--- src/design/assert_macros.svh ---
// Assertion macros used by the min/max stack RTL.
// No dependencies; assertions compile out when SYNTHESIS is defined.
`ifndef ASSERT_MACROS_SVH
`define ASSERT_MACROS_SVH
`ifndef SYNTHESIS
`define ASSERT_CLK(label, clk, rst_n, prop, msg) \
    label: assert property (@(posedge clk) disable iff (!rst_n) prop) else $error(msg);
`define ASSERT_CLK_NORST(label, clk, prop, msg) \
    label: assert property (@(posedge clk) prop) else $error(msg);
`else
`define ASSERT_CLK(label, clk, rst_n, prop, msg)
`define ASSERT_CLK_NORST(label, clk, prop, msg)
`endif
`endif

--- src/design/mms_pkg.sv ---
// Types and constants for the min/max stack.
// No dependencies; imported by every module of the block.
package mms_pkg;

    localparam int CAPACITY = 64;
    localparam int AW       = $clog2(CAPACITY);
    localparam int CW       = $clog2(CAPACITY + 1);
    localparam int WW       = 32;
    localparam int PKW      = 6;
    localparam int DEPTHW   = 7;
    localparam int CMPW     = (CW > PKW) ? CW + 1 : PKW + 1;

    typedef logic signed [WW-1:0] t_word;

    typedef enum logic [1:0] {
        OP_NONE  = 2'd0,
        OP_PUSH  = 2'd1,
        OP_POP   = 2'd2,
        OP_CLEAR = 2'd3
    } t_op;

    typedef enum logic [1:0] {
        ST_OK        = 2'd0,
        ST_POP_EMPTY = 2'd1,
        ST_PUSH_FULL = 2'd2
    } t_status;

    // top entry with its running max/min
    typedef struct packed {
        t_word val;
        t_word mx;
        t_word mn;
    } t_top;

    // per-transaction info handed from the stack to the result stage
    typedef struct packed {
        t_status         status;
        logic [CW-1:0]   count;
        logic            peek_valid;
        logic            peek_top;
    } t_meta;

endpackage

--- src/design/mms_result.sv ---
// Result stage: transaction register, output muxing and output register.
// Depends on mms_pkg.
module mms_result
    import mms_pkg::*;
(
    input  logic              i_clk,
    input  logic              i_rst_n,
    input  logic              i_accept,
    input  t_meta             i_meta,
    input  t_top              i_top,
    input  t_word             i_peek_rd,
    input  logic              i_ready,
    output logic              o_take,
    output logic              o_valid,
    output logic [1:0]        o_status,
    output t_word             o_top_value,
    output logic [DEPTHW-1:0] o_depth,
    output t_word             o_max_value,
    output t_word             o_min_value,
    output t_word             o_peek_value,
    output logic              o_peek_valid,
    output logic              o_is_empty,
    output logic              o_is_full
);

    logic  r_s1_valid;
    t_meta r_s1;
    logic  r_out_valid;
    logic  adv;
    logic  nonempty;

    logic [1:0]        r_status;
    t_word             r_top_value;
    logic [DEPTHW-1:0] r_depth;
    t_word             r_max_value;
    t_word             r_min_value;
    t_word             r_peek_value;
    logic              r_peek_valid;
    logic              r_is_empty;
    logic              r_is_full;

    assign adv      = r_s1_valid && (!r_out_valid || i_ready);
    assign o_take   = !r_s1_valid || adv;
    assign nonempty = (r_s1.count != '0);

    always_ff @(posedge i_clk) begin
        if (!i_rst_n) begin
            r_s1_valid  <= 1'b0;
            r_out_valid <= 1'b0;
        end else begin
            if (i_accept) begin
                r_s1_valid <= 1'b1;
            end else if (adv) begin
                r_s1_valid <= 1'b0;
            end
            if (adv) begin
                r_out_valid <= 1'b1;
            end else if (i_ready) begin
                r_out_valid <= 1'b0;
            end
        end
    end

    always_ff @(posedge i_clk) begin
        if (i_accept) begin
            r_s1 <= i_meta;
        end
    end

    always_ff @(posedge i_clk) begin
        if (adv) begin
            r_status     <= 2'(r_s1.status);
            r_top_value  <= nonempty ? i_top.val : '0;
            r_depth      <= DEPTHW'(r_s1.count);
            r_max_value  <= nonempty ? i_top.mx : '0;
            r_min_value  <= nonempty ? i_top.mn : '0;
            r_peek_value <= !r_s1.peek_valid ? '0 :
                            (r_s1.peek_top ? i_top.val : i_peek_rd);
            r_peek_valid <= r_s1.peek_valid;
            r_is_empty   <= !nonempty;
            r_is_full    <= (r_s1.count == CW'(CAPACITY));
        end
    end

    assign o_valid      = r_out_valid;
    assign o_status     = r_status;
    assign o_top_value  = r_top_value;
    assign o_depth      = r_depth;
    assign o_max_value  = r_max_value;
    assign o_min_value  = r_min_value;
    assign o_peek_value = r_peek_value;
    assign o_peek_valid = r_peek_valid;
    assign o_is_empty   = r_is_empty;
    assign o_is_full    = r_is_full;

endmodule

--- config.mk ---
export PLATFORM = sky130hd
export DESIGN_NAME = mms_result
export DESIGN_NICKNAME = d
export VERILOG_FILES = /design/src/design/assert_macros.svh /design/src/design/mms_pkg.sv /design/src/design/mms_result.sv
export SDC_FILE = /design/constraint.sdc
export NUM_CORES = 1
export LEC_CHECK = 0
export BUFFER_PORTS_ARGS = -buffer_cell sky130_fd_sc_hd__buf_2
export CAP_MARGIN = 20
export CORE_MARGIN = 8
export CORE_UTILIZATION = 45
export DETAILED_ROUTE_END_ITERATION = 7
export PLACE_DENSITY = 0.86
export SETUP_SLACK_MARGIN = 0.05
export SYNTH_ARGS = -nofsm -noshare
export SYNTH_HDL_FRONTEND = slang
export SYNTH_SLANG_ARGS = --single-unit
export TNS_END_PERCENT = 30
--- constraint.sdc ---
create_clock -name i_clk -period 13.7 [get_ports i_clk]
set_clock_uncertainty 0.1 [all_clocks]
set_input_delay 2.055 -clock i_clk [delete_from_list [all_inputs] [get_ports i_clk]]
set_output_delay 2.055 -clock i_clk [all_outputs]
set_load 0.005 [all_outputs]
==> impl_metrics.tcl, run 1 <==
set metrics [dict create \
    status "completed" \
    synth_seq_cells 153 \
    finalNonFillerCells 823 \
    finalWeightedCongestion 0.809 \
    initial_core_util_pct 45.7 \
    rsz0062_at_grt "no" \
    fmax_mhz 212 \
    clock-sinks 153 \
    setup_viol 0 \
    drive_above_1_share_pct 49.8 \
    start_kind "input port" \
    die_h_um 132 \
    grt_pass1_vias 4459 \
    yosysWarnings 0 \
    numCtsBuffers 17 \
    syn2layout_area_growth_pct 35.8 \
    ys_top_cells_by_area "edfxtp_1, a21boi_0, mux2i_1" \
    reg2reg_setup_slack_ns 11.60 \
    yosysMostFrequentCell "edfxtp_1" \
    postSynthCellCount 351 \
    setup_tns_ns 0 \
    post-cts-setup-buffer-count 0 \
    clock_path_buffers 2 \
    dieArea_um2 17400 \
    layout_min_cycle_time_ns 4.72 \
    power_density_nw_per_um2 133 \
    relSlewSlack_pct 27.1 \
    synth_top_family_by_area "compound AO/OA/AOI/OAI gates" \
    synth_cell_type_count 18 \
    p_leak_nw 3.40 \
    synth_nets 494 \
    hold_depth 0 \
    postCtsHoldBufs 0 \
    synthArstFlopShare_pct 0 \
    io_buffers 284 \
    cts_tree "yes" \
    peakVddDrop_v 0.000106 \
    fin_nets 777 \
    cts-root-buf "clkbuf_16" \
    critPathKind "in -> out" \
    core_um2 13200 \
    cts.clk_slew.worst_paths_ns 0.06 \
    yosys.area_share.simple_pct 4.46 \
    vias 4034 \
    synth-xor-area-share_pct 0 \
    synth_top_cell_area_share_pct 75.2 \
    cp_data_required_time_ns 11.55 \
    path_max_fanout 2 \
    synth_largest_area_cell "edfxtp_1" \
    wl_per_cell_um 18.9 \
    tightest_slew_ns 1.09 \
    hold_class "reg -> reg" \
    ant_nets 0 \
    synthAdderAreaFrac_pct 0 \
    muxShareOfSynthArea_pct 5.31 \
    drt_iter0_drc 265 \
    ff2ff_path_depth 4 \
    diodes 0 \
    std_cell_rows 42 \
    clock_latency_ns 0.41 \
    grt_pass1_wl_mm 24.3 \
    min-delay-start "r_s1[10]" \
    drc_errors 0 \
    period_share_pct 34.4 \
    viasPerCell 4.90 \
    die_w_um 132 \
    grt-ovfl-total 0 \
    ys.flop_type "edfxtp_1" \
    ys_seq_area_share_pct 75.8 \
    dp_hpwl_mm 11.6 \
    fill_cells 1017 \
    routed_wl_mm 15.6 \
    r2r_end "o_min_value[12]" \
    synth_edf_count 151 \
    ios 285 \
    finalHoldViolCount 0 \
    grtUsageTotal_pct 17.7 \
    end_kind "primary output" \
    ctsResizeCount 0 \
    h-tree-depth 4 \
    critPathArrivalTime_ns 2.56 \
    netlist_top_cells_count "edfxtp_1, a21boi_0, nor2b_1, mux2i_1, buf_2" \
    synth.cell_area_um2 6030 \
    first_pass_iters 5 \
    synth-compound-area-share_pct 12.2 \
    grt_max_degree 87 \
    r2r-start "r_s1[7]" \
    dpl.cell_count 790 \
    antenna_found_initial 0 \
    avgSynthCellArea_um2 17.2 \
    slew_viol_final 0 \
    max_cap_violations 0 \
    min_to "o_status[1]" \
]
## layout by cell type, fill, tap and decap left out
cell	netlist	layout
buf_2	13	284
nor2b_1	34	33
nor2b_4	0	1
a21boi_0	94	94
buf_16	0	1
nor3_4	0	1
clkbuf_16	0	17
inv_6	0	1
nor4_4	1	1
clkinvlp_4	0	5
inv_1	1	1
mux2i_1	32	32
o21a_1	2	2
and3_1	1	1
nor2_1	1	1
bufinv_16	0	2
dfxtp_1	2	2
clkinv_1	0	2
buf_4	3	6
edfxtp_1	151	151
and2_1	1	1
and3b_1	1	1
a21boi_1	2	2
clkbuf_1	10	2
clkinv_2	0	3
## area by class of cell
type | count | area (um2) | share of cell area, %
Timing Repair Buffer | 291 | 1490 | 18.2
Sequential cell | 153 | 4570 | 55.8
Clock inverter | 13 | 129 | 1.57
Multi-Input combinational cell | 170 | 1340 | 16.3
Tap cell | 176 | 220 | 2.69
Clock buffer | 19 | 433 | 5.28
Inverter | 1 | 3.75 | 0.0458
## layer usage
| layer | vias to the layer above | routed length (um) | track usage [%] | part of all wire [%] |
|---|---|---|---|---|
| li1 | 1902 | - | - | - |
| met1 | 1929 | 5760 | 18.5 | 37 |
| met2 | 180 | 8120 | 30.9 | 52 |
| met3 | 23 | 1400 | 7.66 | 9.0 |
| met4 | 0 | 290 | 7.15 | 1.9 |
| met5 | - | 0 | 0 | 0 |
## report_power, final
group | leakage, nW | switching [mW] | total, mW | internal [mW]
Combinational | 1.70 | 0.0481 | 0.0936 | 0.0455
Clock | 0.260 | 0.174 | 0.439 | 0.266
Sequential | 1.44 | 0.00950 | 0.554 | 0.545
Total | 3.40 | 0.231 | 1.09 | 0.856
## cell families after synthesis
| family | count (synthesis) |
|---|---|
| AOI/OAI and AO/OA | 98 |
| buffers and inverters | 28 |
| DFF | 153 |
| muxes | 32 |
| and+or+nand+nor | 40 |
## worst max path at each step
stage,start,end,cells after the start
2_1_floorplan,i_ready,o_depth[0],2
3_3_place_gp,i_ready,o_take,4
3_5_place_dp,i_ready,o_take,4
4_1_cts,i_ready,o_take,4
5_1_grt,i_ready,o_take,4
6_report,i_ready,o_take,4
## per-stage QoR
step                      power [mW]  hold WS, ns  util, %  worst slack, ns  cell area [um2]
final                           1.09        0.332     62.1             8.98             8190
after global placement         0.653        0.302     57.6             9.01             7600
after global routing            1.13        0.345     62.1             8.96             8190
after floorplan                0.608        0.300        -             4.67             6030
after detailed placement       0.658        0.325     57.6             8.98             7600
after CTS                       1.10        0.339     61.9             8.98             8170
## state kept, by name, summed over array words and instances (netlist names)
register	count
o_is_full	1
o_depth	7
o_is_empty	1
r_s1_valid	1
r_s1	11
o_max_value	32
o_valid	1
o_peek_valid	1
o_top_value	32
o_status	2
o_min_value	32
o_peek_value	32
## worst max-delay path, cell delays in order
cell and delay [ns]:
buf_2 0.11, and3b_1 0.23, inv_1 0.05, buf_2 0.12
(Power assumes the default switching activity.)
==> run 2, diff against run 1 <==
Settings changed: ABC_AREA set to 1, CORE_UTILIZATION 45 to 41, PLACE_DENSITY 0.86 to 0.83.
Clock period 13.7 ns to 4.25 ns, I/O delays scaled along.
==> run 2 against run 1 <==
Synthesized cell count up 27%. Clock power increased to 3.8 times the previous value. Largest cell class unchanged. Worst setup slack lost 7.0 ns. Wire length decreased by 4.1%. Sequential share of layout area up 0.78 points. Highest routed layer is now met5. First-iteration DRC count shrank 23%.
==> impl_metrics.tcl, run 2 <==
set metrics [dict create \
    cts_tree "yes" \
    rsz0062_at_grt "no" \
    place_area_um2 7420 \
    grt_use_met1_pct 16.3 \
    layout_min_cycle_time_ns 2.23 \
    end_kind "register" \
    path_max_fanout 55 \
    antenna_found_initial 1 \
    ctsResizeCount 0 \
    synth_cell_type_count 13 \
    netlist_top_cells_count "edfxtp_1, inv_1, nor2_1, a21oi_1, o21ai_0" \
    grt_pass1_vias 4343 \
    setup_ws_ns 2.02 \
    dieArea_um2 18200 \
    final_common_cell "buf_2" \
    finalHoldViolCount 0 \
    cts.clk_slew.worst_paths_ns 0.06 \
    synth_top_cell_area_share_pct 78.1 \
    ios 285 \
    hold_slack_ns 0.301 \
    die_w_um 135 \
    ys_seq_area_share_pct 78.8 \
    avgSynthCellArea_um2 13.0 \
    start_kind "register" \
    ys_top_cells_by_area "edfxtp_1, inv_1, nor2_1" \
    cp_data_required_time_ns 4.30 \
    clock_path_buffers 2 \
    synth.cell_area_um2 5810 \
    wl_per_cell_um 16.1 \
    finalWeightedCongestion 0.788 \
    routed_wl_mm 14.9 \
    clock_latency_ns 0.41 \
    ys.flop_type "edfxtp_1" \
    status "completed" \
    final_cell_mix "buf_2, edfxtp_1, inv_1" \
    grt-ovfl-total 0 \
    drive_above_1_share_pct 42.7 \
    fin_area_um2 8080 \
    crit_chain "nor2_1 > nand2_1 > nor2_4 > buf_12 > nor2_1" \
    synthArstFlopShare_pct 0 \
    io_buffers 284 \
    drt_iter0_drc 204 \
    clock-sinks 153 \
    period_share_pct 52.6 \
    grt_max_degree 86 \
    grtUsageTotal_pct 16.1 \
    drc_errors 0 \
    finalNonFillerCells 928 \
    postSynthCellCount 447 \
    dp_slack_ns 1.98 \
    fmax_mhz 447 \
    dpl.cell_count 895 \
    cts-root-buf "clkbuf_16" \
    fin_nets 877 \
    post-cts-setup-buffer-count 0 \
    grt_pass1_wl_mm 22.4 \
    peakVddDrop_v 0.000295 \
    path_common_cell "nor2_1" \
    viasPerCell 4.47 \
    met2_usage_pct 27.0 \
    std_cell_rows 43 \
    max_cap_violations 0 \
    initial_core_util_pct 41.8 \
    numCtsBuffers 17 \
    yosysMostFrequentCell "edfxtp_1" \
    die_h_um 135 \
    postCtsHoldBufs 0 \
    p_leak_nw 3.72 \
    setup_tns_ns 0 \
    core_um2 13900 \
    critPathArrivalTime_ns 2.28 \
    grtUsageMet3_pct 8.17 \
    first_pass_iters 6 \
    synth_largest_area_cell "edfxtp_1" \
    busiest_layer "met2" \
    h-tree-depth 4 \
    slowest_stage "nor2_4" \
    synth_nets 590 \
    synth_edf_count 151 \
    relSlewSlack_pct 33.3 \
    slew_viol_final 0 \
    setup_viol 0 \
    fin_util_pct 58.2 \
    ant_nets 0 \
    syn2layout_area_growth_pct 39.2 \
    critPathKind "reg -> reg" \
    finalPower_mw 3.71 \
    yosysWarnings 0 \
    vias 4145 \
    tightest_slew_ns 1.00 \
    hold_class "in -> reg" \
    dp_hpwl_mm 11.2 \
    synth_seq_cells 153 \
    power_density_nw_per_um2 460 \
    slowest_delay_ns 0.78 \
]
==> run 2: changes by cell type after synthesis, sizes merged, moves of 2 or more <==
cell	change
nor2	+100
nor2b	-34
a21oi	+35
o21ai	+32
o21a	-2
nand2	+4
clkbuf	-3
a21boi	-96
buf	-4
mux2i	-32
inv	+100
==> run 2: power by group <==
part           internal [mW]  total (mW)  switching, mW  leakage [nW]
Combinational          0.125       0.275          0.150          1.96
Sequential              1.76        1.78         0.0268          1.45
Clock                   1.10        1.66          0.562         0.319
==> run 2: final timing paths <==
| check | start | to | slack, ns | depth (start not counted) |
|---|---|---|---|---|
| setup / recovery | r_s1[7] | o_max_value[24] | 2.02 | 5 |
| hold / removal | i_meta[0] | r_s1[0] | 0.30 | 1 |
| setup reg to reg | r_s1[7] | o_max_value[24] | 2.02 | 5 |
| hold reg to reg | r_s1[9] | o_status[0] | 0.34 | 0 |
==> run 2: cell type report <==
cell class	count	area [um2]
antenna	1	2.50
clock buffer	18	429
timing repair buffer	288	1490
sequential	153	4570
inverter	101	379
tap	180	225
fill	1136	5800
clock inverter	14	228
multi-input combinational	173	753
==> run 2: metal layers <==
metal  share of wire, %  vias to the layer above
li1                   -                     2039
met3                 13                       28
met2                 48                      203
met4                2.4                        2
met1                 36                     1873
met5              0.054                        -
==> run 2: worst max-delay path: cells and delay by family (launching register included) <==
| family | cells | cell delay [ns] |
|---|---|---|
| buf+inv | 1 | 0.33 |
| flops | 1 | 0.38 |
| simple gates | 4 | 1.14 |
==> run 2: kinds of logic (layout without fill, tap and decap cells) <==
group           after synthesis  count (layout)  synth area share [%]
compound gates               67              67                  5.77
simple gates                106             106                  7.00
other cells                   0               1                     0
flops                       153             153                  78.8
buf+inv                     121             421                  8.45
==> run 3, diff against run 2 <==
Settings changed: ABC_AREA 1 to 0, CORE_UTILIZATION 41 to 42, PLACE_DENSITY 0.83 to 0.84.
Clock period 4.25 ns to 1.9 ns, I/O delays scaled along.
==> run 3 against run 2 <==
Non-clock buffer count increased by 16. Register-to-register slack got worse by 1.9 ns. Die area grew 1.3%. Flip-flop and latch count unchanged. Via count decreased by 1.3%. Design area rose by 4.3%. Critical path type unchanged. Global-route usage grew 0.19 points. Core utilization up 0.91 points. Power rose by 120%. Wire length grew 5.5%. Maximum frequency grew 28%. Sequential share of layout area shrank 2.3 points.
==> impl_metrics.tcl, run 3 (synthesized netlist as in run 1, its figures left out) <==
set metrics [dict create \
    finalPower_mw 8.16 \
    p_leak_nw 3.49 \
    fill_cells 1098 \
    postCtsHoldBufs 12 \
    p_sw_share_pct 20.6 \
    grtUsageTotal_pct 16.3 \
    reg2reg_setup_slack_ns 0.16 \
    cts-root-buf "clkbuf_16" \
    tightest_slew_ns 0.891 \
    fin_nets 790 \
    grt-ovfl-total 0 \
    final_cell_mix "buf_2, edfxtp_1, a21boi_0" \
    grt_pass1_vias 4329 \
    grt_max_degree 99 \
    relSlewSlack_pct 40.6 \
    die_w_um 136 \
    cp-endpoint "o_top_value[9]" \
    p_seq_share_pct 49.0 \
    wl_per_cell_um 18.7 \
    ant_nets 0 \
    hold_class "in -> reg" \
    drc_errors 0 \
    place_area_um2 7700 \
    finalNonFillerCells 844 \
    setup_tns_ns 0 \
    diodes 0 \
    ff2ff_path_depth 3 \
    hold_slack_ns 0.106 \
    dp_hpwl_mm 11.7 \
    switching_power_mw 1.68 \
    drt_iter0_drc 189 \
    h-tree-depth 4 \
    first_pass_iters 4 \
    dpl.cell_count 800 \
    combPwrFrac_pct 8.7 \
    vias 4091 \
    finalWeightedCongestion 0.797 \
    critPathLaunch "r_s1[3]" \
    multi_input_area_um2 1350 \
    cp_data_required_time_ns 1.93 \
    antenna_found_initial 0 \
    cts_tree "yes" \
    power_density_nw_per_um2 968 \
    die_h_um 136 \
    start_kind "register" \
    critPathKind "reg -> reg" \
    r2r-start "r_s1[3]" \
    dp_slack_ns 0.153 \
    rsz0062_at_grt "no" \
    layout_min_cycle_time_ns 1.74 \
    viasPerCell 4.85 \
    final_common_cell "buf_2" \
    fin_area_um2 8430 \
    slew_viol_final 0 \
    path_max_fanout 98 \
    initial_core_util_pct 42.3 \
    clock-sinks 153 \
    finalHoldViolCount 0 \
    numCtsBuffers 17 \
    fin_util_pct 59.1 \
    grt_pass1_wl_mm 23.2 \
    post-cts-setup-buffer-count 0 \
    syn2layout_area_growth_pct 39.7 \
    ios 285 \
    drive_above_1_share_pct 49.2 \
    status "completed" \
    fmax_mhz 574 \
    std_cell_rows 44 \
    core_um2 14300 \
    routed_wl_mm 15.8 \
    max_cap_violations 0 \
    setup_ws_ns 0.157 \
    clkPwrFrac_pct 42.3 \
    ctsResizeCount 0 \
    dieArea_um2 18500 \
    critPathArrivalTime_ns 1.77 \
    clock_latency_ns 0.41 \
    setup_viol 0 \
    end_kind "register" \
    period_share_pct 91.7 \
    peakVddDrop_v 0.000537 \
    power.internal_mw 6.48 \
    clock_path_buffers 2 \
    seqCellArea_um2 4580 \
    cts.clk_slew.worst_paths_ns 0.06 \
    r2r_end "o_top_value[9]" \
    io_buffers 284 \
]
[run 3: critical path: stages (launching register included)]
cell and delay [ns]:
edfxtp_1 0.43, nor4_4 0.34, buf_12 0.33, a21boi_0 0.19
[run 3: per-layer routing]
layer	up-vias	global-route usage, %	share of wire, %
met4	0	6.83	1.7
li1	1931	-	-
met1	1968	17.0	36
met5	-	0	0
met2	175	28.5	52
met3	17	6.65	9.9
[run 3: power groups by stage]
stage / clock network (mW) / registers, mW / logic [mW]
after detailed placement: 0 / 4.07 / 0.699
after floorplan: 0 / 4.07 / 0.286
after CTS: 3.52 / 4.00 / 0.722
after global placement: 0 / 4.06 / 0.667
after global routing: 3.65 / 4.01 / 0.775
final: 3.45 / 3.99 / 0.710
[run 3: area by class of cell]
cell class	instances	area share, %
clock inverters	12	2.05
repair buffers	304	19.7
well taps	184	2.73
inverters	1	0.0445
multi-input cells	170	16.0
clock buffers	20	5.18
flip-flops and latches	153	54.3
[run 3: how the worst min path moves through the flow]
stage,start,to,slack (ns),depth (start not counted)
6_report,i_peek_rd[9],o_peek_value[9],0.11,3
5_1_grt,i_top[37],o_max_value[5],0.11,2
4_1_cts,i_peek_rd[7],o_peek_value[7],0.09,3
3_5_place_dp,r_s1[9],o_status[0],0.31,0
3_3_place_gp,r_s1[9],o_status[0],0.31,0
2_1_floorplan,i_meta[0],r_s1[0],0.28,0
